### src/rtl/apd_pkg.sv
// apd_pkg: shared types, constants and the DID/SDID type lookup for the
// ancillary packet deframer. Used by the top level and its checker.
// No dependencies.
package apd_pkg;

    typedef enum logic [1:0] {
        PH_IDLE,
        PH_HUNT,
        PH_HEAD,
        PH_BODY
    } t_phase;

    // result kind codes
    localparam logic KIND_HEADER = 1'b0;
    localparam logic KIND_WORD   = 1'b1;

    localparam logic [4:0]  TYPE_UNKNOWN  = 5'd22;
    localparam logic [7:0]  SYNC_MASK     = 8'hFC;
    localparam logic [15:0] HUNT_MIN_LEFT = 16'd9;
    localparam logic [11:0] HDR_BASE_BITS = 12'd70;
    localparam logic [11:0] ROUND_BITS    = 12'd7;
    localparam logic [8:0]  HDR_BYTES     = 9'd8;
    localparam logic [2:0]  HDR_LAST_POS  = 3'd7;
    localparam logic [4:0]  WORD_BITS     = 5'd10;
    localparam logic [4:0]  BYTE_BITS     = 5'd8;
    localparam logic [4:0]  FIRST_HELD    = 5'd4;

    typedef struct packed {
        logic        kind;
        logic [10:0] line_number;
        logic [7:0]  did;
        logic [7:0]  sdid;
        logic [7:0]  data_count;
        logic [4:0]  data_type;
        logic [7:0]  data_word;
        logic [7:0]  word_index;
        logic        last;
    } t_result;

    function automatic logic [4:0] lookup_type(input logic [7:0] did, input logic [7:0] sdid);
        logic [4:0] kind_code;
        kind_code = TYPE_UNKNOWN;
        case ({did, sdid})
            16'h4105: kind_code = 5'd3;
            16'h4107: kind_code = 5'd5;
            16'h4108: kind_code = 5'd13;
            16'h410c: kind_code = 5'd20;
            16'h4302, 16'h4303: kind_code = 5'd4;
            16'h4501, 16'h4502, 16'h4503, 16'h4504, 16'h4505,
            16'h4506, 16'h4507, 16'h4508, 16'h4509: kind_code = 5'd7;
            16'h5fdc, 16'h5fde, 16'h5fdf: kind_code = 5'd18;
            16'h5ffe: kind_code = 5'd17;
            16'h6060: kind_code = 5'd6;
            16'h6101: kind_code = 5'd2;
            16'h6102: kind_code = 5'd0;
            16'h6201: kind_code = 5'd15;
            default: kind_code = TYPE_UNKNOWN;
        endcase
        return kind_code;
    endfunction

endpackage

### src/rtl/apd_stream_if.sv
// apd_stream_if: valid/ready channels of the ancillary packet deframer,
// one for payload bytes in and one for parsed results out.
// No dependencies.
interface apd_in_if;
    logic        valid;
    logic        ready;
    logic [7:0]  data_byte;
    logic        pes_start;
    logic [15:0] pes_size;

    modport source (output valid, output data_byte, output pes_start, output pes_size,
                    input ready);
    modport sink   (input valid, input data_byte, input pes_start, input pes_size,
                    output ready);
endinterface

interface apd_out_if;
    logic        valid;
    logic        ready;
    logic        kind;
    logic [10:0] line_number;
    logic [7:0]  did;
    logic [7:0]  sdid;
    logic [7:0]  data_count;
    logic [4:0]  data_type;
    logic [7:0]  data_word;
    logic [7:0]  word_index;
    logic        last;

    modport source (output valid, output kind, output line_number, output did,
                    output sdid, output data_count, output data_type, output data_word,
                    output word_index, output last, input ready);
    modport sink   (input valid, input kind, input line_number, input did,
                    input sdid, input data_count, input data_type, input data_word,
                    input word_index, input last, output ready);
endinterface

### src/rtl/anc_packet_deframer.sv
// Ancillary packet deframer: takes one PES payload byte per cycle while ready and gives
// a header request per ancillary packet that fits in the PES, followed by one request per
// user data word. Every byte is handled in the cycle it is accepted, so the block sustains
// one byte per clock while ready; a result is registered and appears on the output in the
// cycle after the byte that causes it. The input is ready whenever the output register is
// empty or being taken, so a stalled sink stops the input only while a result waits.
// No clearing pass after reset. Depends on apd_pkg and the interfaces in apd_stream_if.sv.
module anc_packet_deframer (
    input  logic     i_clk,
    input  logic     i_rst_n,
    apd_in_if.sink   i_in,
    apd_out_if.source o_out
);
    import apd_pkg::*;

    t_phase      r_phase, n_phase;
    logic [15:0] r_pes_left, n_pes_left;
    logic [7:0]  r_hdr [0:7];
    logic [2:0]  r_pos, n_pos;
    logic [8:0]  r_pkt_left, n_pkt_left;
    logic [7:0]  r_word_cnt, n_word_cnt;
    logic [15:0] r_bit_buf, n_bit_buf;
    logic [4:0]  r_bits_held, n_bits_held;
    logic        r_out_valid;
    t_result     r_out, n_res;
    logic        n_res_valid;

    logic        accept;
    logic        start;
    t_phase      eff_phase;
    logic [15:0] eff_left;
    logic [2:0]  eff_pos;
    logic [8:0]  eff_pkt;
    logic [7:0]  eff_wc;
    logic [15:0] eff_buf;
    logic [4:0]  eff_held;
    logic        have_byte;
    logic        sync_hit;
    logic        head_done;
    logic [7:0]  live_dc;
    logic [7:0]  stored_dc;
    logic [11:0] need_bits;
    logic [8:0]  need_bytes;
    logic        too_long;
    logic [8:0]  pkt_dec;
    logic [10:0] hdr_line;
    logic [7:0]  hdr_did;
    logic [7:0]  hdr_sdid;
    logic [4:0]  hdr_type;
    logic        word_room;
    logic [4:0]  held_sum;
    logic        emit;
    logic [4:0]  word_shift;
    logic [4:0]  held_next;
    logic [15:0] acc;
    logic [7:0]  word_val;
    logic        hdr_we;
    logic [2:0]  hdr_idx;

    assign i_in.ready = !r_out_valid || o_out.ready;
    assign accept     = i_in.valid && i_in.ready;
    assign start      = i_in.pes_start;

    // a new payload restarts the parse on this very byte
    assign eff_phase = start ? PH_HUNT : r_phase;
    assign eff_left  = start ? i_in.pes_size : r_pes_left;
    assign eff_pos   = start ? 3'd0 : r_pos;
    assign eff_pkt   = start ? 9'd0 : r_pkt_left;
    assign eff_wc    = start ? 8'd0 : r_word_cnt;
    assign eff_buf   = start ? 16'd0 : r_bit_buf;
    assign eff_held  = start ? 5'd0 : r_bits_held;

    assign have_byte = (eff_left != 16'd0);
    assign sync_hit  = ((i_in.data_byte & SYNC_MASK) == 8'd0);
    assign head_done = (eff_pos == HDR_LAST_POS);

    assign live_dc   = {r_hdr[6][3:0], i_in.data_byte[7:4]};
    assign stored_dc = {r_hdr[6][3:0], r_hdr[7][7:4]};

    // (70 + 10*dc + 7) / 8
    assign need_bits  = HDR_BASE_BITS + {1'b0, live_dc, 3'b000} + {3'b000, live_dc, 1'b0}
                      + ROUND_BITS;
    assign need_bytes = need_bits[11:3];
    assign too_long   = (({1'b0, eff_left} + 17'd7) < {8'd0, need_bytes});
    assign pkt_dec    = (eff_pkt != 9'd0) ? (eff_pkt - 9'd1) : 9'd0;

    assign hdr_line = {r_hdr[0][0], r_hdr[1], r_hdr[2][7:6]};
    assign hdr_did  = r_hdr[4];
    assign hdr_sdid = {r_hdr[5][5:0], r_hdr[6][7:6]};
    assign hdr_type = lookup_type(hdr_did, hdr_sdid);

    // 10-bit word unpacking; at most 8 bits are ever held between bytes
    assign word_room  = (eff_wc < stored_dc);
    assign held_sum   = eff_held + BYTE_BITS;
    assign emit       = (held_sum >= WORD_BITS);
    assign word_shift = held_sum - WORD_BITS;
    assign held_next  = emit ? word_shift : held_sum;
    assign acc        = {eff_buf[7:0], i_in.data_byte};
    assign word_val   = 8'(acc >> word_shift);

    // next state
    always_comb begin
        n_phase = eff_phase;
        if (!have_byte) begin
            n_phase = PH_IDLE;
        end else begin
            case (eff_phase)
                PH_IDLE: n_phase = PH_IDLE;
                PH_HUNT: begin
                    if (eff_left < HUNT_MIN_LEFT) begin
                        n_phase = PH_IDLE;
                    end else if (sync_hit) begin
                        n_phase = PH_HEAD;
                    end
                end
                PH_HEAD: begin
                    if (head_done) begin
                        n_phase = too_long ? PH_IDLE : PH_BODY;
                    end
                end
                PH_BODY: begin
                    if (pkt_dec == 9'd0) begin
                        n_phase = PH_HUNT;
                    end
                end
                default: n_phase = PH_IDLE;
            endcase
        end
    end

    // datapath and results
    always_comb begin
        n_pes_left  = have_byte ? (eff_left - 16'd1) : eff_left;
        n_pos       = eff_pos;
        n_pkt_left  = eff_pkt;
        n_word_cnt  = eff_wc;
        n_bit_buf   = eff_buf;
        n_bits_held = eff_held;
        hdr_we      = 1'b0;
        hdr_idx     = eff_pos;
        n_res_valid = 1'b0;
        n_res.kind        = KIND_HEADER;
        n_res.line_number = hdr_line;
        n_res.did         = hdr_did;
        n_res.sdid        = hdr_sdid;
        n_res.data_count  = stored_dc;
        n_res.data_type   = hdr_type;
        n_res.data_word   = 8'd0;
        n_res.word_index  = 8'd0;
        n_res.last        = 1'b0;
        if (have_byte) begin
            case (eff_phase)
                PH_IDLE: ;
                PH_HUNT: begin
                    if (eff_left >= HUNT_MIN_LEFT && sync_hit) begin
                        hdr_we  = 1'b1;
                        hdr_idx = 3'd0;
                        n_pos   = 3'd1;
                    end
                end
                PH_HEAD: begin
                    hdr_we = 1'b1;
                    n_pos  = head_done ? 3'd0 : (eff_pos + 3'd1);
                    if (head_done && !too_long) begin
                        n_pkt_left       = need_bytes - HDR_BYTES;
                        n_word_cnt       = 8'd0;
                        n_bit_buf        = {12'd0, i_in.data_byte[3:0]};
                        n_bits_held      = FIRST_HELD;
                        n_res_valid      = 1'b1;
                        n_res.data_count = live_dc;
                        n_res.last       = (live_dc == 8'd0);
                    end
                end
                PH_BODY: begin
                    if (word_room) begin
                        n_bits_held = held_next;
                        n_bit_buf   = acc & 16'((17'd1 << held_next) - 17'd1);
                        if (emit) begin
                            n_word_cnt       = eff_wc + 8'd1;
                            n_res_valid      = 1'b1;
                            n_res.kind       = KIND_WORD;
                            n_res.data_word  = word_val;
                            n_res.word_index = eff_wc;
                            n_res.last       = ((eff_wc + 8'd1) == stored_dc);
                        end
                    end
                    n_pkt_left = pkt_dec;
                end
                default: ;
            endcase
        end
    end

    always_ff @(posedge i_clk) begin
        if (!i_rst_n) begin
            r_phase     <= PH_IDLE;
            r_pes_left  <= 16'd0;
            r_pos       <= 3'd0;
            r_pkt_left  <= 9'd0;
            r_word_cnt  <= 8'd0;
            r_bit_buf   <= 16'd0;
            r_bits_held <= 5'd0;
        end else if (accept) begin
            r_phase     <= n_phase;
            r_pes_left  <= n_pes_left;
            r_pos       <= n_pos;
            r_pkt_left  <= n_pkt_left;
            r_word_cnt  <= n_word_cnt;
            r_bit_buf   <= n_bit_buf;
            r_bits_held <= n_bits_held;
        end
    end

    always_ff @(posedge i_clk) begin
        if (accept && hdr_we) begin
            r_hdr[hdr_idx] <= i_in.data_byte;
        end
    end

    always_ff @(posedge i_clk) begin
        if (!i_rst_n) begin
            r_out_valid <= 1'b0;
        end else if (accept && n_res_valid) begin
            r_out_valid <= 1'b1;
        end else if (o_out.ready) begin
            r_out_valid <= 1'b0;
        end
    end

    always_ff @(posedge i_clk) begin
        if (accept && n_res_valid) begin
            r_out <= n_res;
        end
    end

    assign o_out.valid       = r_out_valid;
    assign o_out.kind        = r_out.kind;
    assign o_out.line_number = r_out.line_number;
    assign o_out.did         = r_out.did;
    assign o_out.sdid        = r_out.sdid;
    assign o_out.data_count  = r_out.data_count;
    assign o_out.data_type   = r_out.data_type;
    assign o_out.data_word   = r_out.data_word;
    assign o_out.word_index  = r_out.word_index;
    assign o_out.last        = r_out.last;

endmodule

### src/flat_wrapper.sv
// flat-port wrapper written by rule: the top's interface ports become plain ports
module anc_packet_deframer_flat import apd_pkg::*;
  (i_clk, i_rst_n, i_in_valid, i_in_data_byte, i_in_pes_start, i_in_pes_size, i_in_ready, o_out_valid, o_out_kind, o_out_line_number, o_out_did, o_out_sdid, o_out_data_count, o_out_data_type, o_out_data_word, o_out_word_index, o_out_last, o_out_ready);
  apd_in_if i_in_i ();
  apd_out_if o_out_i ();
  input  logic i_clk;
  input  logic i_rst_n;
  input wire logic [$bits(i_in_i.valid)-1:0] i_in_valid;
  input wire logic [$bits(i_in_i.data_byte)-1:0] i_in_data_byte;
  input wire logic [$bits(i_in_i.pes_start)-1:0] i_in_pes_start;
  input wire logic [$bits(i_in_i.pes_size)-1:0] i_in_pes_size;
  output wire logic [$bits(i_in_i.ready)-1:0] i_in_ready;
  output wire logic [$bits(o_out_i.valid)-1:0] o_out_valid;
  output wire logic [$bits(o_out_i.kind)-1:0] o_out_kind;
  output wire logic [$bits(o_out_i.line_number)-1:0] o_out_line_number;
  output wire logic [$bits(o_out_i.did)-1:0] o_out_did;
  output wire logic [$bits(o_out_i.sdid)-1:0] o_out_sdid;
  output wire logic [$bits(o_out_i.data_count)-1:0] o_out_data_count;
  output wire logic [$bits(o_out_i.data_type)-1:0] o_out_data_type;
  output wire logic [$bits(o_out_i.data_word)-1:0] o_out_data_word;
  output wire logic [$bits(o_out_i.word_index)-1:0] o_out_word_index;
  output wire logic [$bits(o_out_i.last)-1:0] o_out_last;
  input wire logic [$bits(o_out_i.ready)-1:0] o_out_ready;
  assign i_in_i.valid = i_in_valid;
  assign i_in_i.data_byte = i_in_data_byte;
  assign i_in_i.pes_start = i_in_pes_start;
  assign i_in_i.pes_size = i_in_pes_size;
  assign i_in_ready = i_in_i.ready;
  assign o_out_valid = o_out_i.valid;
  assign o_out_kind = o_out_i.kind;
  assign o_out_line_number = o_out_i.line_number;
  assign o_out_did = o_out_i.did;
  assign o_out_sdid = o_out_i.sdid;
  assign o_out_data_count = o_out_i.data_count;
  assign o_out_data_type = o_out_i.data_type;
  assign o_out_data_word = o_out_i.data_word;
  assign o_out_word_index = o_out_i.word_index;
  assign o_out_last = o_out_i.last;
  assign o_out_i.ready = o_out_ready;
  anc_packet_deframer u_core (.i_clk(i_clk), .i_rst_n(i_rst_n), .i_in(i_in_i), .o_out(o_out_i));
endmodule
### config.mk
export PLATFORM = sky130hd
export DESIGN_NAME = anc_packet_deframer_flat
export DESIGN_NICKNAME = d
export VERILOG_FILES = /design/src/rtl/apd_pkg.sv /design/src/rtl/apd_stream_if.sv /design/src/rtl/anc_packet_deframer.sv /design/src/flat_wrapper.sv
export SDC_FILE = /design/constraint.sdc
export NUM_CORES = 1
export LEC_CHECK = 0
export BUFFER_PORTS_ARGS = -buffer_cell sky130_fd_sc_hd__buf_2
export CELL_PAD_IN_SITES_DETAIL_PLACEMENT = 1
export CELL_PAD_IN_SITES_GLOBAL_PLACEMENT = 2
export CORE_AREA = 2 2 158 160
export CTS_CLUSTER_SIZE = 28
export DETAILED_ROUTE_END_ITERATION = 10
export DIE_AREA = 0 0 160 162
export GPL_ROUTABILITY_DRIVEN = 0
export HOLD_SLACK_MARGIN = 0.02
export PLACE_DENSITY_LB_ADDON = 0.1
export SYNTH_ARGS = -nofsm -noshare
export SYNTH_HDL_FRONTEND = slang
export SYNTH_SLANG_ARGS = --single-unit
### constraint.sdc
create_clock -name i_clk -period 8.14 [get_ports i_clk]
set_input_delay 1.628 -clock i_clk [delete_from_list [all_inputs] [get_ports i_clk]]
set_output_delay 1.628 -clock i_clk [all_outputs]
set_load 0.005 [all_outputs]
Yosys cells after proc, flatten, opt, wreduce, memory -nomap -nowiden
Memory sizes are Yosys's and may differ from the RTL's. A register that Yosys moved wholly into a read port is not among the register bits.
Cells that the tools add are included.

word-level totals
  register bits = 107
  bits in latches = 0
  bits in writable memories = 64
  memory bits (read-only) = 0
  bits of input ports = 29
  output and inout port bits = 60
  logic and storage cells = 145
  memories = 1

memory list
  memory        depth  bits a word  rd ports  clocked after Yosys merged registers in  wr ports  line                       RTL
  u_core.r_hdr  8      8            7         3                                        1         anc_packet_deframer.sv:18  logic [7:0] r_hdr [0:7];

operators by class
  $add $sub $neg = 12
  multipliers = 0
  divide/modulo/power cells = 0
  $lt $le $gt $ge = 5
  eq/ne operators = 28
  shift operators = 2
  muxes and demuxes = 60
  bitwise gates (word level) = 1
  reductions and logical operators = 20

operators by type and width
  cell                                                                                  count
  16-bit by 15-bit equality test with 1-bit output, second input constant               23
  16-bit 2-to-1 mux                                                                     6
  5-bit one-hot mux with 12 select lines                                                1
  8-bit 2-to-1 mux                                                                      5
  9-bit 2-to-1 mux                                                                      4
  16-bit one-hot mux with 2 select lines                                                1
  16-bit by 1-bit subtractor with 16-bit output, second input constant                  2
  5-bit 2-to-1 mux                                                                      5
  3-bit 2-to-1 mux                                                                      7
  9-bit one-hot mux with 2 select lines                                                 1
  16-bit by 3-bit adder with 17-bit output, second input constant                       1
  17-bit by 9-bit < comparator with 1-bit output                                        1
  16-bit bitwise AND                                                                    1
  16-bit by 4-bit greater-or-equal comparator with 1-bit output, second input constant  1
  8-bit logical NOT                                                                     2
  16-bit by 4-bit < comparator with 1-bit output, second input constant                 1
  8-bit one-hot mux with 2 select lines                                                 1
  16-bit nonzero test                                                                   1
  1-bit by 5-bit left shift with 16-bit output, first input constant                    1
  16-bit by 5-bit right shift with 8-bit output                                         1
  2-bit 2-to-1 mux                                                                      7
  1-bit 2-to-1 mux                                                                      13
  12-bit by 3-bit adder with 12-bit output, second input constant                       1
  12-bit by 9-bit adder with 12-bit output                                              1
  other kinds (30)                                                                      40

Logic depth before layout (Yosys ltp)
Gate-level depths: netlist (run 1).
An unclocked memory read counts as a cell.

  depth after elaboration = 12
  depth in mapped cells = 22
  mapped depth without buffers = 20

Worst setup path after synthesis (run 1)
No wires, ideal clock.

  path type = input -> register
  start = in i_in_pes_start
  end = reg o_out_line_number[0] (netlist name)
  arrival time = 6.997 ns
  path slack = 0.731 ns
  stages = 21
  buffers on the path = 6
  path through = buf_6 buf_4 clkbuf_1 clkbuf_1 clkbuf_1 clkbuf_1 mux2i_1 ha_1 nor2b_1 o32ai_2 xnor2_1 ha_1 and3_1 o211ai_1 o21ai_0 o31ai_1 a21o_1 a211o_1 a21oi_2 o21ai_0 inv_1

on the way
  longest elaborated chain between the ends = 9
  elaborated cells on any way between the ends = 22
  those cells by class = 2 x add/sub; 3 x order compare; 3 x eq/ne; 10 x mux; 4 x reduce/logical

ends and longest elaborated chain
  what                                            line                        RTL
  from (decl)                                     flat_wrapper.sv:10          input wire logic [$bits(i_in_i.pes_start)-1:0] i_in_pes_start;
  16-bit 2-to-1 mux                               anc_packet_deframer.sv:66   assign eff_left = start ? i_in.pes_size : r_pes_left;
  16-bit by 3-bit adder with 17-bit output        anc_packet_deframer.sv:84   assign too_long = (({1'b0, eff_left} + 17'd7) < {8'd0, need_bytes});
  17-bit by 9-bit < comparator with 1-bit output  anc_packet_deframer.sv:84
  1-bit logical NOT                               anc_packet_deframer.sv:164  if (head_done && !too_long) begin
  1-bit logical AND                               anc_packet_deframer.sv:164
  1-bit 2-to-1 mux                                anc_packet_deframer.sv:164
  1-bit one-hot mux with 2 select lines           anc_packet_deframer.sv:152  case (eff_phase)
  1-bit 2-to-1 mux (*)                            anc_packet_deframer.sv:151  if (have_byte) begin
  1-bit logical AND (*)                           anc_packet_deframer.sv:231  if (accept && n_res_valid) begin

Every way passes the cells marked *; elsewhere a longest branch is shown, timed or not.
A chain may end at the register's enable or synchronous reset.

Final worst setup path (run 1)
  start = in i_in_data_byte[7]
  end = reg u_core.r_out (netlist bit u_core.o_out.word_index[5]) (enable)

on the way
  longest elaborated chain between the ends = 10

ends and longest elaborated chain
  what                                                line                        RTL
  from (decl)                                         flat_wrapper.sv:9           input wire logic [$bits(i_in_i.data_byte)-1:0] i_in_data_byte;
  7-bit by 11-bit adder with 12-bit output            anc_packet_deframer.sv:81   assign need_bits = HDR_BASE_BITS + {1'b0, live_dc, 3'b000} + {3'b000, live_dc, 1'b0}
  12-bit by 9-bit adder with 12-bit output (*)        anc_packet_deframer.sv:81
  12-bit by 3-bit adder with 12-bit output (*)        anc_packet_deframer.sv:82   + ROUND_BITS;
  17-bit by 9-bit < comparator with 1-bit output (*)  anc_packet_deframer.sv:84
  1-bit logical NOT (*)                               anc_packet_deframer.sv:164
  1-bit logical AND (*)                               anc_packet_deframer.sv:164
  1-bit 2-to-1 mux (*)                                anc_packet_deframer.sv:164
  1-bit one-hot mux with 2 select lines (*)           anc_packet_deframer.sv:152
  1-bit 2-to-1 mux (*)                                anc_packet_deframer.sv:151
  1-bit logical AND (*)                               anc_packet_deframer.sv:231
  to (signal assigned)                                anc_packet_deframer.sv:232  r_out <= n_res;
  to (decl)                                           anc_packet_deframer.sv:25   t_result r_out, n_res;

Marked as above.

==> results.md, run 1 <==
- The run finished with clean final reports.
- The final count of negative-setup-slack endpoints is 0.
- The core region is around 0.024 mm2.
- The first global-routing pass estimated 46,200 um of wire.
- STA puts the critical path data arrival time at 6620 ps.
- The total clock buffers created by CTS is 17.
- The number of rows created at floorplan is 57.
- The worst hold path class is reg2reg.
- The endpoint kind of the worst setup timing path is a flop.
- The library cell used most frequently in the layout, excluding fill and tap cells, is edfxtp_1.
- Clock tree synthesis found a total of 145 sinks.
- Setup repair after global routing left no endpoint under its margin.
- In the layout the commonest cells are edfxtp_1, buf_2, nor2_1, nand2_1, o21ai_0.
- Clock skew on the completed layout was measured at 16.1 ps.
- The final wirelength is just under 30,000 um.
- The finished layout holds 1,391 standard cells, fillers aside.
- The number of enable flip-flop cells after synthesis is 93.
- The effective utilization at floorplan is a little under two fifths.
- In this run the critical register-to-register path is launched from u_core.r_hdr[6][1].
- On the final layout, the worst hold slack is 421 ps.
- Cell internal power was estimated by the tool at 1.34 mW.
- The number of global-route vias before repair is between 7,000 and 8,000.
- The count of instances resized after the clock tree is built is 0.
- Counting tap cells, the placed design contains a total of 1,359 instances.
- The total power consumption of the routed design is 1.82 mW.
- After synthesis the netlist holds a flip-flop and latch count of 145.
- Summed over all nets, the switching power comes to 0.485 mW.
- The slew at the pin closest to its max-slew limit is 919 ps.
- The number of ports placed on the die boundary is 89.
- The final critical-path share of the clock period is 80.0%.
- Buffers placed on the I/O ports in this run total just under 90.
- Entering global routing, the biggest net connects 45 pins.
- The detailed-route via count is 7,975.
- The CTS tree is done.
- Global routing used 23.0% of the available tracks across all layers.
- The height of the die is 162 um.
- Adding up every negative setup slack in the final design gives 0 ps.
- The maximum clock path buffer count is 2.
- The clock-pin slew on the worst setup and hold paths is 60 ps.
- The combinational fraction of design power is under 10%.
- The post-route worst setup slack is between 1500 and 2000 ps.
- Max-cap violations in this run came to 0.
- The final net count is 1,126.
- The post-synth design cell area is slightly above 0.009 mm2.
- The maximum VDD drop is 0.124 mV.
- The number of antenna violations at the first check in global routing is 0.
- The most used flip-flop cell after synthesis is edfxtp_1.
- For this design, the slowest cell found on the critical path is a21oi_2.
- After the first detailed-routing iteration, the DRC count stood at 433.
- The type of origin of the critical path is a primary input.
- A synthesized cell averages 9.37 um2.
- The share of flip-flops with an asynchronous set or reset after synthesis is 0%.
- The H-tree was split into 4 levels.
- The repair_antennas step left the layout with diodes totalling 0.
- The clock root buffer master is clkbuf_16.
- Of the total power, registers draw between 40% and 50%.
- Together, buffers and inverters on the worst path number 6.
- The total global routing overflow is 0.
- The cell type group with the largest total delay on the critical path is compound AO/OA/AOI/OAI gates.
- The worst hold path begins at u_core.r_hdr[1][1].
- After detailed routing, the average wire length per cell comes to 21.3 um.
- OpenSTA, run right after detailed placement, puts the worst setup slack at 1300 ps.
- The remaining antenna violation count after routing is 0.
- The area added between synthesis and finish is 15.5%.
- The final critical-path required period is 6510 ps.
- The critical path start-end classification is in2reg.
- In the routed layout, each cell is associated on average with a via count of 5.73.
- The hold buffer count at cts is 0.
- The fraction of layout cells with a size suffix above 1 is 15.9%.
- The most critical setup path has its startpoint at i_in_data_byte[7].
- The number of nets handed over by synthesis was 1,045.
- The maximum frequency from static timing analysis is 154 MHz.
- The worst max-slew margin expressed relative to the limit is 38.4%.
- The cell count after synthesis came out at 973.
- In this run the post-CTS setup repair buffer count came out at 0.
- Of all nets on the critical path, the largest fanout is 23.
- The required time at the worst-slack endpoint is between 8000 and 9000 ps.
- The die covers 0.0259 mm2.
- Traced cell by cell, the critical path runs through buf_2 > inv_1 > ha_1 > inv_1 > ha_1 > nand3_1 > o22ai_1 > nor2_1 > xnor2_1 > inv_1 > ha_1 > and3_1 > o211ai_1 > o21ai_0 > o31ai_1 > a21o_1 > a211o_1 > a21oi_2 > o21ai_0 > inv_2 > buf_4.
- The clock latency on the worst-skew pair is 440 ps.
- During synthesis, Yosys emitted a total of 0 warnings.
- The remaining design rule violation count is 0.
- In this run the static leakage power is between 3 and 4 nW.
- The clock network burns 47.3% of the power.
- The final count of hold timing violations is 0.
- After synthesis, the netlist uses 84 different library cells.
- Sequential cells were found to cover between 40% and 50% of the synthesized design area.
- Net switching is 26.6% of the power.
- The biggest cell delay along the critical path is around 510 ps.
- Detailed placement ended at an HPWL of 21,800 um.
- The count of pins over their slew limit is 0.
- The iteration count of the initial detailed-routing pass is 5.
- For this design the ratio of total power to cell area is around 170 mW/mm2.
- The die outline width is 160 um.
## power by group through the flow
stage	sequential [mW]	clock, mW	combinational [mW]
after floorplan	0.803	0	0.110
after global placement	0.804	0	0.171
after detailed placement	0.804	0	0.173
after CTS	0.788	0.877	0.174
after global routing	0.789	0.906	0.192
final	0.788	0.862	0.174
## cell usage after synthesis (12+ instances only)
| library cell | count | area, um2 |
|---|---|---|
| o21ai_0 | 55 | 275 |
| dfxtp_1 | 52 | 1040 |
| xor2_1 | 14 | 123 |
| nand4_1 | 12 | 75.1 |
| a211oi_1 | 17 | 128 |
| and3_1 | 20 | 125 |
| a21oi_1 | 47 | 235 |
| a31oi_1 | 12 | 75.1 |
| a32o_1 | 14 | 140 |
| ha_1 | 42 | 526 |
| edfxtp_1 | 93 | 2790 |
| nor3_1 | 35 | 175 |
| clkbuf_1 | 32 | 120 |
| nor2b_1 | 19 | 119 |
| nor2_1 | 86 | 323 |
| xnor2_1 | 23 | 201 |
| nand3_1 | 29 | 145 |
| nand2_1 | 86 | 323 |
| mux2i_1 | 29 | 290 |
| o211ai_1 | 16 | 120 |
| inv_1 | 54 | 203 |
| nor4_1 | 14 | 87.6 |
## final cells by class
type | instances | area (um2)
clock buffers | 17 | 425
clock inverters | 15 | 216
fillers | 2838 | 13600
inverters | 55 | 206
multi-input cells | 733 | 4900
flip-flops and latches | 145 | 3830
well taps | 324 | 405
repair buffers | 102 | 546
## cell families after synthesis
logic type	after synthesis	share of synthesized area [%]
buffers and inverters	95	4.25
muxes	38	4.42
xor gates and xnor gates	37	3.55
and+or+nand+nor	364	20.3
adders and majority gates	44	6.09
DFF	145	42.0
AOI/OAI and AO/OA	250	19.3
## through the flow
step | cell area [um2] | util [%]
5_1_grt | 10500 | 43.7
6_report | 10500 | 43.7
3_5_place_dp | 9890 | 41.0
3_3_place_gp | 9890 | 41.0
4_1_cts | 10500 | 43.7
2_1_floorplan | 9120 | -
## registers in the layout (all words and copies together), names as in the netlist
name and cells:
u_core.o_out.data_count 8, u_core.r_bit_buf 8, u_core.o_out.word_index 8, u_core.r_pos 3
u_core.r_phase 2, o_out_line_number 11, u_core.r_pes_left 16, u_core.o_out.valid 1
u_core.o_out.data_type 5, u_core.o_out.last 1, u_core.o_out.sdid 8, u_core.o_out.did 8
u_core.o_out.kind 1, u_core.r_word_cnt 8, u_core.o_out.data_word 8, u_core.r_hdr 35
u_core.r_pkt_left 9, u_core.r_bits_held 5
## path summary, 6_finish.rpt
| path | endpoint | slack, ps | depth (start not counted) |
|---|---|---|---|
| max reg2reg | u_core.o_out.word_index[5] | 2600 | 20 |
| min | o_out_line_number[3] | 420 | 0 |
| min reg2reg | o_out_line_number[3] | 420 | 0 |
| max | u_core.o_out.word_index[5] | 1630 | 21 |
## metal layers
| metal | share of wire [%] | track usage, % | routed length (um) |
|---|---|---|---|
| met5 | 0 | 0 | 0 |
| met4 | 2.1 | 7.25 | 622 |
| met3 | 4.1 | 3.06 | 1220 |
| met2 | 46 | 38.0 | 13700 |
| met1 | 47 | 31.5 | 14000 |
Note: power is estimated with default switching activity, not from simulation.
==> inputs of run 2 (changes only) <==
--- a/config.mk
+++ b/config.mk
@@ -5,13 +5,14 @@
 export SDC_FILE = /design/constraint.sdc
 export NUM_CORES = 1
 export LEC_CHECK = 0
+export ABC_AREA = 1
 export BUFFER_PORTS_ARGS = -buffer_cell sky130_fd_sc_hd__buf_2
 export CELL_PAD_IN_SITES_DETAIL_PLACEMENT = 1
 export CELL_PAD_IN_SITES_GLOBAL_PLACEMENT = 2
-export CORE_AREA = 2 2 158 160
+export CORE_AREA = 2 2 178 180
 export CTS_CLUSTER_SIZE = 28
 export DETAILED_ROUTE_END_ITERATION = 10
-export DIE_AREA = 0 0 160 162
+export DIE_AREA = 0 0 180 182
 export GPL_ROUTABILITY_DRIVEN = 0
 export HOLD_SLACK_MARGIN = 0.02
 export PLACE_DENSITY_LB_ADDON = 0.1
==> constraint.sdc (replaced) <==
create_clock -name i_clk -period 5.8 [get_ports i_clk]
set_input_delay 1.16 -clock i_clk [delete_from_list [all_inputs] [get_ports i_clk]]
set_output_delay 1.16 -clock i_clk [all_outputs]
set_load 0.005 [all_outputs]
==> results.md, run 2 <==
- The maximum fanout along the worst path is 58.
- The filler cell count is 3,916.
- The most used flip-flop cell after synthesis is edfxtp_1.
- The height of the die is 182 um.
- Clock tree synthesis inserted a total of 17 buffers.
- The design internal power is approximately 1.8 mW.
- The total power per unit cell area is 219 mW/mm2.
- TritonCTS built the clock tree.
- The endpoint of the lowest-slack register-to-register path is u_core.o_out.data_count[5].
- The analysis attributes to cell leakage a power of 4.82 nW.
- The critical path is of the in2reg type.
- The endpoint kind of the worst setup timing path is a flop.
- Of the available clock period, the critical path in the final layout requires 81.8%.
- In the layout the commonest cells are nand2_1, inv_1, nor2_1.
- The core footprint is just over 0.03 mm2.
- For this run, the post-layout net count is 1,490.
- Setup violations remaining at the end of the flow were counted as 0.
- Of the synthesized area, sequential elements account for about 39%.
- The fraction of layout cells with a size suffix above 1 is 13.2%.
- The worst hold path passes through 0 cells.
- Clock latency on the worst-skew pair, taken at its later pin, is ~450 ps.
- The repair_antennas step left the layout with diodes totalling 0.
- The effective utilization at floorplan is 31.4%.
- The flip-flop count of the largest register after layout is 35.
- From synthesis to final layout, the design area changed by 15.3%.
- Averaged over all synthesized cells, the footprint is around 7.3 um2.
- Across the VDD grid, the largest voltage drop is 0.199 mV.
- The final count of hold timing violations is 0.
- The worst path meets setup with between 1000 and 1500 ps of slack.
- The worst max-slew margin expressed relative to the limit is 53.0%.
- For this run, the number of Yosys warnings is 0.
- The number of DRC violations after detailed-routing iteration 0 is 474.
- The largest net degree at the start of global routing is just under 60.
- By area the synthesized netlist is led by edfxtp_1, nand2_1, dfxtp_1.
- Measured in cells, the most critical reg-to-reg path has a length of 21.
- After global routing the overflow that remains totals 0.
- Before CTS, the worst setup slack after placement is 604 ps.
- The first global-routing pass estimated 53,700 um of wire.
- The top metal layer carrying routed signals is met4.
- The share of flip-flops with an asynchronous set or reset after synthesis is 0%.
- The detailed-route via count is around 9,200.
- The run finished with clean final reports.
- Setup slack on the worst reg-to-reg path comes out at 1630 ps.
- The number of distinct library cells after synthesis is 54.
- Of all cell types, the one taking the most synthesized area is edfxtp_1.
- The mapped netlist covers 0.00974 mm2.
- The share of total power consumed by net switching is 28.7%.
- Across the run, the number of max-cap violations was 0.
- In the routed layout, each cell is associated on average with a via count of between 5 and 6.
- The maximum frequency from static timing analysis is between 200 and 250 MHz.
- After synthesis the netlist holds a flip-flop and latch count of between 100 and 150.
- The worst setup path is launched from a primary input.
- The area of the die is 0.0328 mm2.
- The core utilization of the finished layout is 36.2%.
- The count of pins over their slew limit came to 0.
- Setup repair after global routing left no endpoint under its margin.
- The post-synth net total is 1,405.
- The quantity of I/O buffers inserted on ports is 88.
- The worst hold path begins at u_core.r_hdr[1][0].
- The clock network burns 43.6% of the power.
- The worst path in the final design needs a cycle of 4740 ps, including I/O delays and setup.
- Ranked by instance count, the synthesized netlist is headed by nand2_1, inv_1, nor2_1.
- slightly below 90 I/O pins were placed.
- The hold buffer count at cts is 0.
- For the worst setup path, the data required time is 5910 ps.
- The H-tree was split into 4 levels.
- The final wirelength is approximately 34,000 um.
- The combinational fraction of design power is a little under an eighth.
- Once detailed placement completed, the half-perimeter wirelength came to 25,000 um.
- The total setup buffers inserted after CTS is 0.
- For hold timing, the worst endpoint is o_out_line_number[2].
- Clock-pin slew was measured on the worst setup and hold paths at around 60 ps.
- For this block, wires on met1 add up to ~17,000 um.
- The clock root buffer master is clkbuf_16.
- At the worst endpoint, the arrival time is 4860 ps.
- Yosys mapped a number of flops with a built-in enable equal to 93.
- The number of rows created at floorplan is 65.
- For this run, the total global-route usage over all layers was measured as 21.0%.
- The clock arrives with between 10 and 15 ps of skew.
- The routed wirelength normalized by instance count is about 18 um.
- After layout, the design draws a total of 2.46 mW.
- Yosys instantiated no cell more often than nand2_1.
- Measured along the x axis, the die boundary spans 180 um.
- For the pin with the worst max-slew slack, the measured transition is 704 ps.
- The register with the most flip-flops is u_core.r_hdr.
- The share of Yosys cell area claimed by the top area cell type is 28.7%.
- Before antenna repair, the detailed router went through 5 iterations.
- After detailed routing, the met3 layer carries 1090 um of wire.
- The analysis attributes to net switching a power of 0.706 mW.
- The number of antenna violations at the first check in global routing is 0.
- The critical register-to-register path startpoint is u_core.r_hdr[6][1].
- The sum of negative setup slack is 0 ps.
- The number of global-route vias before repair is 9,322.
- Per report_power, the sequential group accounts for 45.1% of the total.
- The most common library cell in the layout ignoring fill and taps is nand2_1.
- The remaining antenna violation count after routing is 0.
- The clock net sink count is between 100 and 150.
- The remaining design rule violation count is 0.
- The synthesized instance count is 1,333.
- After clock tree synthesis, the repair step resized 0 gates.
- The maximum clock path buffer count is 2.
- The detailed route wirelength on metal2 is 15,000 um.
- The min-delay analysis places its worst path in the category reg2reg.
## run 2: cell types whose count changed after synthesis, moves of 14 or more
cell      delta
a211oi_1    -14
a21oi_1     +40
a32o_1      -14
and3_1      -20
inv_1      +116
mux2i_1     -28
nand2_1    +257
nand3_1     +62
nand4_1     +20
nor2_1      +27
nor2b_1     -19
nor3_1      -14
o21ai_0     +30
xnor2_1     -19
## run 2: stage by stage
stage / instances / area, um2 / hold slack (ps)
detailed placement: 1801 / 10700 / 406
global route: 1833 / 11200 / 429
finish: 1833 / 11200 / 419
CTS: 1833 / 11200 / 421
floorplan: 1333 / 9740 / 400
global placement: 1801 / 10700 / 400
## run 2: cell families (layout without fill, tap and decap cells)
group                    after synthesis  count (layout)  share of synthesized area [%]
AO/OA/AOI/OAI                        246             246                           14.4
XOR/XNOR                              32              32                           2.95
adder cells (fa/ha/maj)               43              43                           5.60
buffers and inverters                226             324                           9.12
flip-flops                           145             145                           39.4
multiplexers                           1               1                          0.103
AND/OR/NAND/NOR                      640             640                           28.4
## run 2: worst max path at each step
stage / from / end / slack, ps / depth (start not counted)
2_1_floorplan: i_in_data_byte[4] / o_out_line_number[0] / 540 / 25
3_5_place_dp: i_in_data_byte[6] / u_core.o_out.data_type[1] / 600 / 29
6_report: i_in_data_byte[6] / u_core.o_out.data_count[5] / 1060 / 25
5_1_grt: i_in_data_byte[6] / u_core.o_out.data_type[2] / 650 / 29
4_1_cts: i_in_data_byte[6] / u_core.o_out.data_type[1] / 1060 / 29
3_3_place_gp: i_in_data_byte[6] / u_core.o_out.data_type[2] / 700 / 29
## run 2: metal layers
metal / vias to the layer above / track usage (%)
met2: 163 / 33.9
li1: 4633 / -
met3: 29 / 2.73
met1: 4381 / 29.3
met5: - / 0
met4: 0 / 6.05
## run 2: cell type report
class	count	area, um2	area share, %
clock buffer	18	429	3.82
clock inverter	14	121	1.08
inverter	179	672	5.98
multi-input combinational	962	5020	44.7
sequential	145	3830	34.1
tap	402	503	4.48
timing repair buffer	113	653	5.82
## run 2: critical path: stages
cell and delay (ps):
buf_2 120, inv_1 110, ha_1 240, inv_1 60
ha_1 180, inv_1 60, fa_1 400, inv_1 70
nand3_1 60, nand3_1 120, xor2_1 300, ha_1 220
nand4_1 100, o211ai_1 210, nand4_1 130, nand2_1 80
nand2_1 70, nand3_2 130, nand2_4 170, inv_1 110
nand2_1 110, nand2_1 90, nand3_1 100, inv_2 100
buf_12 280
## run 2: power groups by stage
stage	logic, mW	registers, mW	clock network (mW)
5_1_grt	0.315	1.11	1.14
3_5_place_dp	0.279	1.13	0
6_report	0.278	1.11	1.07
4_1_cts	0.281	1.11	1.11
3_3_place_gp	0.277	1.13	0
2_1_floorplan	0.176	1.13	0
==> inputs of run 3 (changes only) <==
--- a/config.mk
+++ b/config.mk
@@ -5,14 +5,14 @@
 export SDC_FILE = /design/constraint.sdc
 export NUM_CORES = 1
 export LEC_CHECK = 0
-export ABC_AREA = 1
+export ABC_AREA = 0
 export BUFFER_PORTS_ARGS = -buffer_cell sky130_fd_sc_hd__buf_2
 export CELL_PAD_IN_SITES_DETAIL_PLACEMENT = 1
 export CELL_PAD_IN_SITES_GLOBAL_PLACEMENT = 2
-export CORE_AREA = 2 2 178 180
+export CORE_AREA = 2 2 167 169
 export CTS_CLUSTER_SIZE = 28
 export DETAILED_ROUTE_END_ITERATION = 10
-export DIE_AREA = 0 0 180 182
+export DIE_AREA = 0 0 169 171
 export GPL_ROUTABILITY_DRIVEN = 0
 export HOLD_SLACK_MARGIN = 0.02
 export PLACE_DENSITY_LB_ADDON = 0.1
==> constraint.sdc (replaced) <==
create_clock -name i_clk -period 4.2 [get_ports i_clk]
set_input_delay 0.84 -clock i_clk [delete_from_list [all_inputs] [get_ports i_clk]]
set_output_delay 0.84 -clock i_clk [all_outputs]
set_load 0.005 [all_outputs]
==> results.md, run 3 (synthesized netlist as in run 1, its figures left out) <==
- The half-perimeter wire length of the detailed placement result is 24,300 um.
- Clock-pin slew was measured on the worst setup and hold paths at 70 ps.
- The most common library cell in the layout ignoring fill and taps is buf_4.
- The worst hold path terminates at o_out_line_number[3].
- Net switching is between 20% and 30% of the power.
- The number of rows created at floorplan is between 60 and 70.
- The remaining design rule violation count is 0.
- Counting every sink on the clock net gives 145.
- The design internal power is ~2.7 mW.
- The data arrival time of the critical path is 4480 ps.
- The post-route netlist has 30.3% of its cells at a drive strength greater than 1.
- The die outline width is approximately 170 um.
- The worst register-to-register path begins at u_core.r_hdr[6][0].
- STA puts the critical path data required time at 4400 ps.
- Per report_power, the clock group accounts for 44.1% of the total.
- After the first detailed-routing iteration, the DRC count stood at 436.
- STA classifies the critical path startpoint as a primary input.
- The final count of hold timing violations was 0.
- The endpoint identified for the worst register-to-register timing path is u_core.o_out.did[1].
- The setup path with the least slack is of type in2reg.
- The final net count is 1,268.
- The depth of the CTS H-tree is 4.
- The count of pins over their slew limit came to 0.
- The total area inside the core boundary comes to 0.0273 mm2.
- The cell type with the highest occurrence count on the critical path is ha_4.
- The effective utilization at floorplan is 33.4%.
- During I/O placement, the number of pins put on the boundary was 89.
- The clock latency on the worst-skew pair is 430 ps.
- The worst path uses 102% of the clock period.
- The filler cells instantiated in the layout total 3,094.
- The worst-case IR drop observed on VDD is 0.253 mV.
- Setup slack on the critical path of the routed design comes to -79.7 ps.
- Using the TritonRoute via totals, the vias-per-cell ratio works out to roughly 5.5.
- The area of the die is 0.0289 mm2.
- The core utilization of the finished layout is between 40% and 50%.
- The standard cell with the maximum stage delay on the critical path is ha_4.
- The maximum frequency from static timing analysis is 234 MHz.
- The maximum fanout along the worst path is 6.
- STA classifies the critical path endpoint as a flop.
- The overall routing resource usage is a little under a quarter.
- Clock tree synthesis inserted a total of 17 buffers.
- The post-route clock skew is 16.1 ps.
- The detail route stage leaves a number of antenna-violating nets equal to 0.
- The final critical-path required period is 4280 ps.
- In the final routed layout, each cell accounts on average for around 21 um.
- The CTS tree is done.
- The tool flagged a number of max-cap violations equal to 0.
- The final count of negative-setup-slack endpoints is 42.
- The final wirelength is 33,100 um.
- Across all hold checks on the routed design, the worst slack comes to approximately 420 ps.
- The largest net degree at the start of global routing is 33.
- Registers are responsible for 41.5% of the overall power.
- The total power per unit cell area is 302 mW/mm2.
- The worst max-slew margin expressed relative to the limit is 32.9%.
- The height of the die is ~170 um.
- The global-route wire length before repair is 50,600 um.
- The register with the most flip-flops is u_core.r_hdr.
- Counting cells, the worst reg-to-reg path comes to 21.
- The slew at the pin closest to its max-slew limit is 999 ps.
- The analysis attributes to net switching a power of 1.01 mW.
- The register with the most flip-flops in the layout has 35 of them.
- The routed layout has 8,565 vias.
- The total leakage power is 4.57 nW.
- The checks that failed: setup timing.
- The clock root buffer master is clkbuf_16.
- Combinational logic is responsible for 14.4% of the overall power.
- The min-delay analysis places its worst path in the category reg2reg.
- The area added between synthesis and finish is 33.6%.
- Traced cell by cell, the critical path runs through buf_8 > buf_4 > ha_4 > ha_4 > buf_6 > nor2b_4 > nor2_1 > xnor2_1 > inv_1 > ha_4 > and3_4 > a221oi_4 > o21ai_2 > o31ai_2 > a21o_1 > a211o_4 > a21oi_4 > o21ai_2 > clkinvlp_4 > buf_12 > buf_12 > buf_16.
- The top cell types in the final layout, fill and taps aside, are buf_4, edfxtp_1, nand2_1.
- The number of antenna violations at the first check in global routing is 0.
- The number of global-route vias before repair was 8,593.
- Setup slack on the worst reg-to-reg path comes out at ~10 ps.
- The iteration count of the initial detailed-routing pass is 5.
- The longest clock path from root to sink contains 2 buffers.
- After global routing the overflow that remains totals 0.
- Setup repair after global routing could not meet its margin everywhere.
- The hold-critical path depth is 0.
- In this design, the stage delay of the slowest critical-path cell is just under 300 ps.
- The start point of the worst min-delay path is u_core.r_hdr[1][1].
- The run finished, with violations left.
- Port buffering added 88 buffers.
run 3: layout make-up:
class | instances | area [um2] | area share (%)
Timing Repair Buffer | 244 | 1750 | 14.4
Antenna cell | 1 | 2.50 | 0.0205
Clock buffer | 18 | 439 | 3.60
Clock inverter | 14 | 166 | 1.37
Multi-Input combinational cell | 733 | 5340 | 43.8
Inverter | 55 | 218 | 1.79
Tap cell | 346 | 433 | 3.55
Sequential cell | 145 | 3830 | 31.5
run 3: metrics by stage:
| stage | power, mW | cells | setup WS, ps | instance area (um2) | TNS (ps) |
|---|---|---|---|---|---|
| after floorplan | 1.78 | 973 | -1250 | 9280 | -84630 |
| after global placement | 1.98 | 1497 | -586 | 10900 | -49250 |
| after detailed placement | 1.98 | 1497 | -718 | 10900 | -61710 |
| after CTS | 3.65 | 1556 | -68.2 | 12000 | -418 |
| after global routing | 3.81 | 1555 | -173 | 12200 | -7370 |
| final | 3.68 | 1556 | -79.7 | 12200 | -1520 |
run 3: worst max-delay path by stage:
| stage | start | slack [ps] | to |
|---|---|---|---|
| after floorplan | i_in_pes_start | -1250 | o_out_line_number[0] |
| after global placement | i_in_data_byte[6] | -590 | u_core.o_out.data_type[1] |
| after detailed placement | i_in_data_byte[4] | -720 | u_core.o_out.data_type[1] |
| after CTS | i_in_data_byte[4] | -70 | u_core.o_out.data_count[1] |
| after global routing | i_in_data_byte[6] | -170 | u_core.o_out.data_count[4] |
| final | i_in_data_byte[6] | -80 | u_core.o_out.did[1] |
run 3: power by group through the flow:
| stage | Sequential [mW] | Clock (mW) | Combinational (mW) |
|---|---|---|---|
| after CTS | 1.53 | 1.65 | 0.476 |
| after global routing | 1.53 | 1.71 | 0.570 |
| after floorplan | 1.56 | 0 | 0.228 |
| after detailed placement | 1.56 | 0 | 0.418 |
| final | 1.53 | 1.62 | 0.529 |
| after global placement | 1.56 | 0 | 0.417 |
run 3: repair_timing:
action	CTS	global route
endpoints found under the hold margin	0	0
gates cloned	3	0
buffers inserted	25	2
hold buffers	0	0
setup endpoints to repair	94	96
pin swaps	19	19
gates resized for setup	45	34
run 3: routing by layer:
| layer | up-vias | GRT usage, % | routed length (um) |
|---|---|---|---|
| met5 | - | 0 | 0 |
| met4 | 0 | 5.46 | 489 |
| met3 | 30 | 3.03 | 1100 |
| met2 | 180 | 39.6 | 16000 |
| met1 | 4241 | 30.6 | 15400 |
| li1 | 4114 | - | - |
run 3: worst max-delay path, delay by kind of cell:
kind | cells | cell delay, ps
AOI/OAI and AO/OA | 7 | 1170
xor gates and xnor gates | 1 | 250
adders and majority gates | 3 | 760
buffers and inverters | 8 | 1090
and+or+nand+nor | 3 | 360
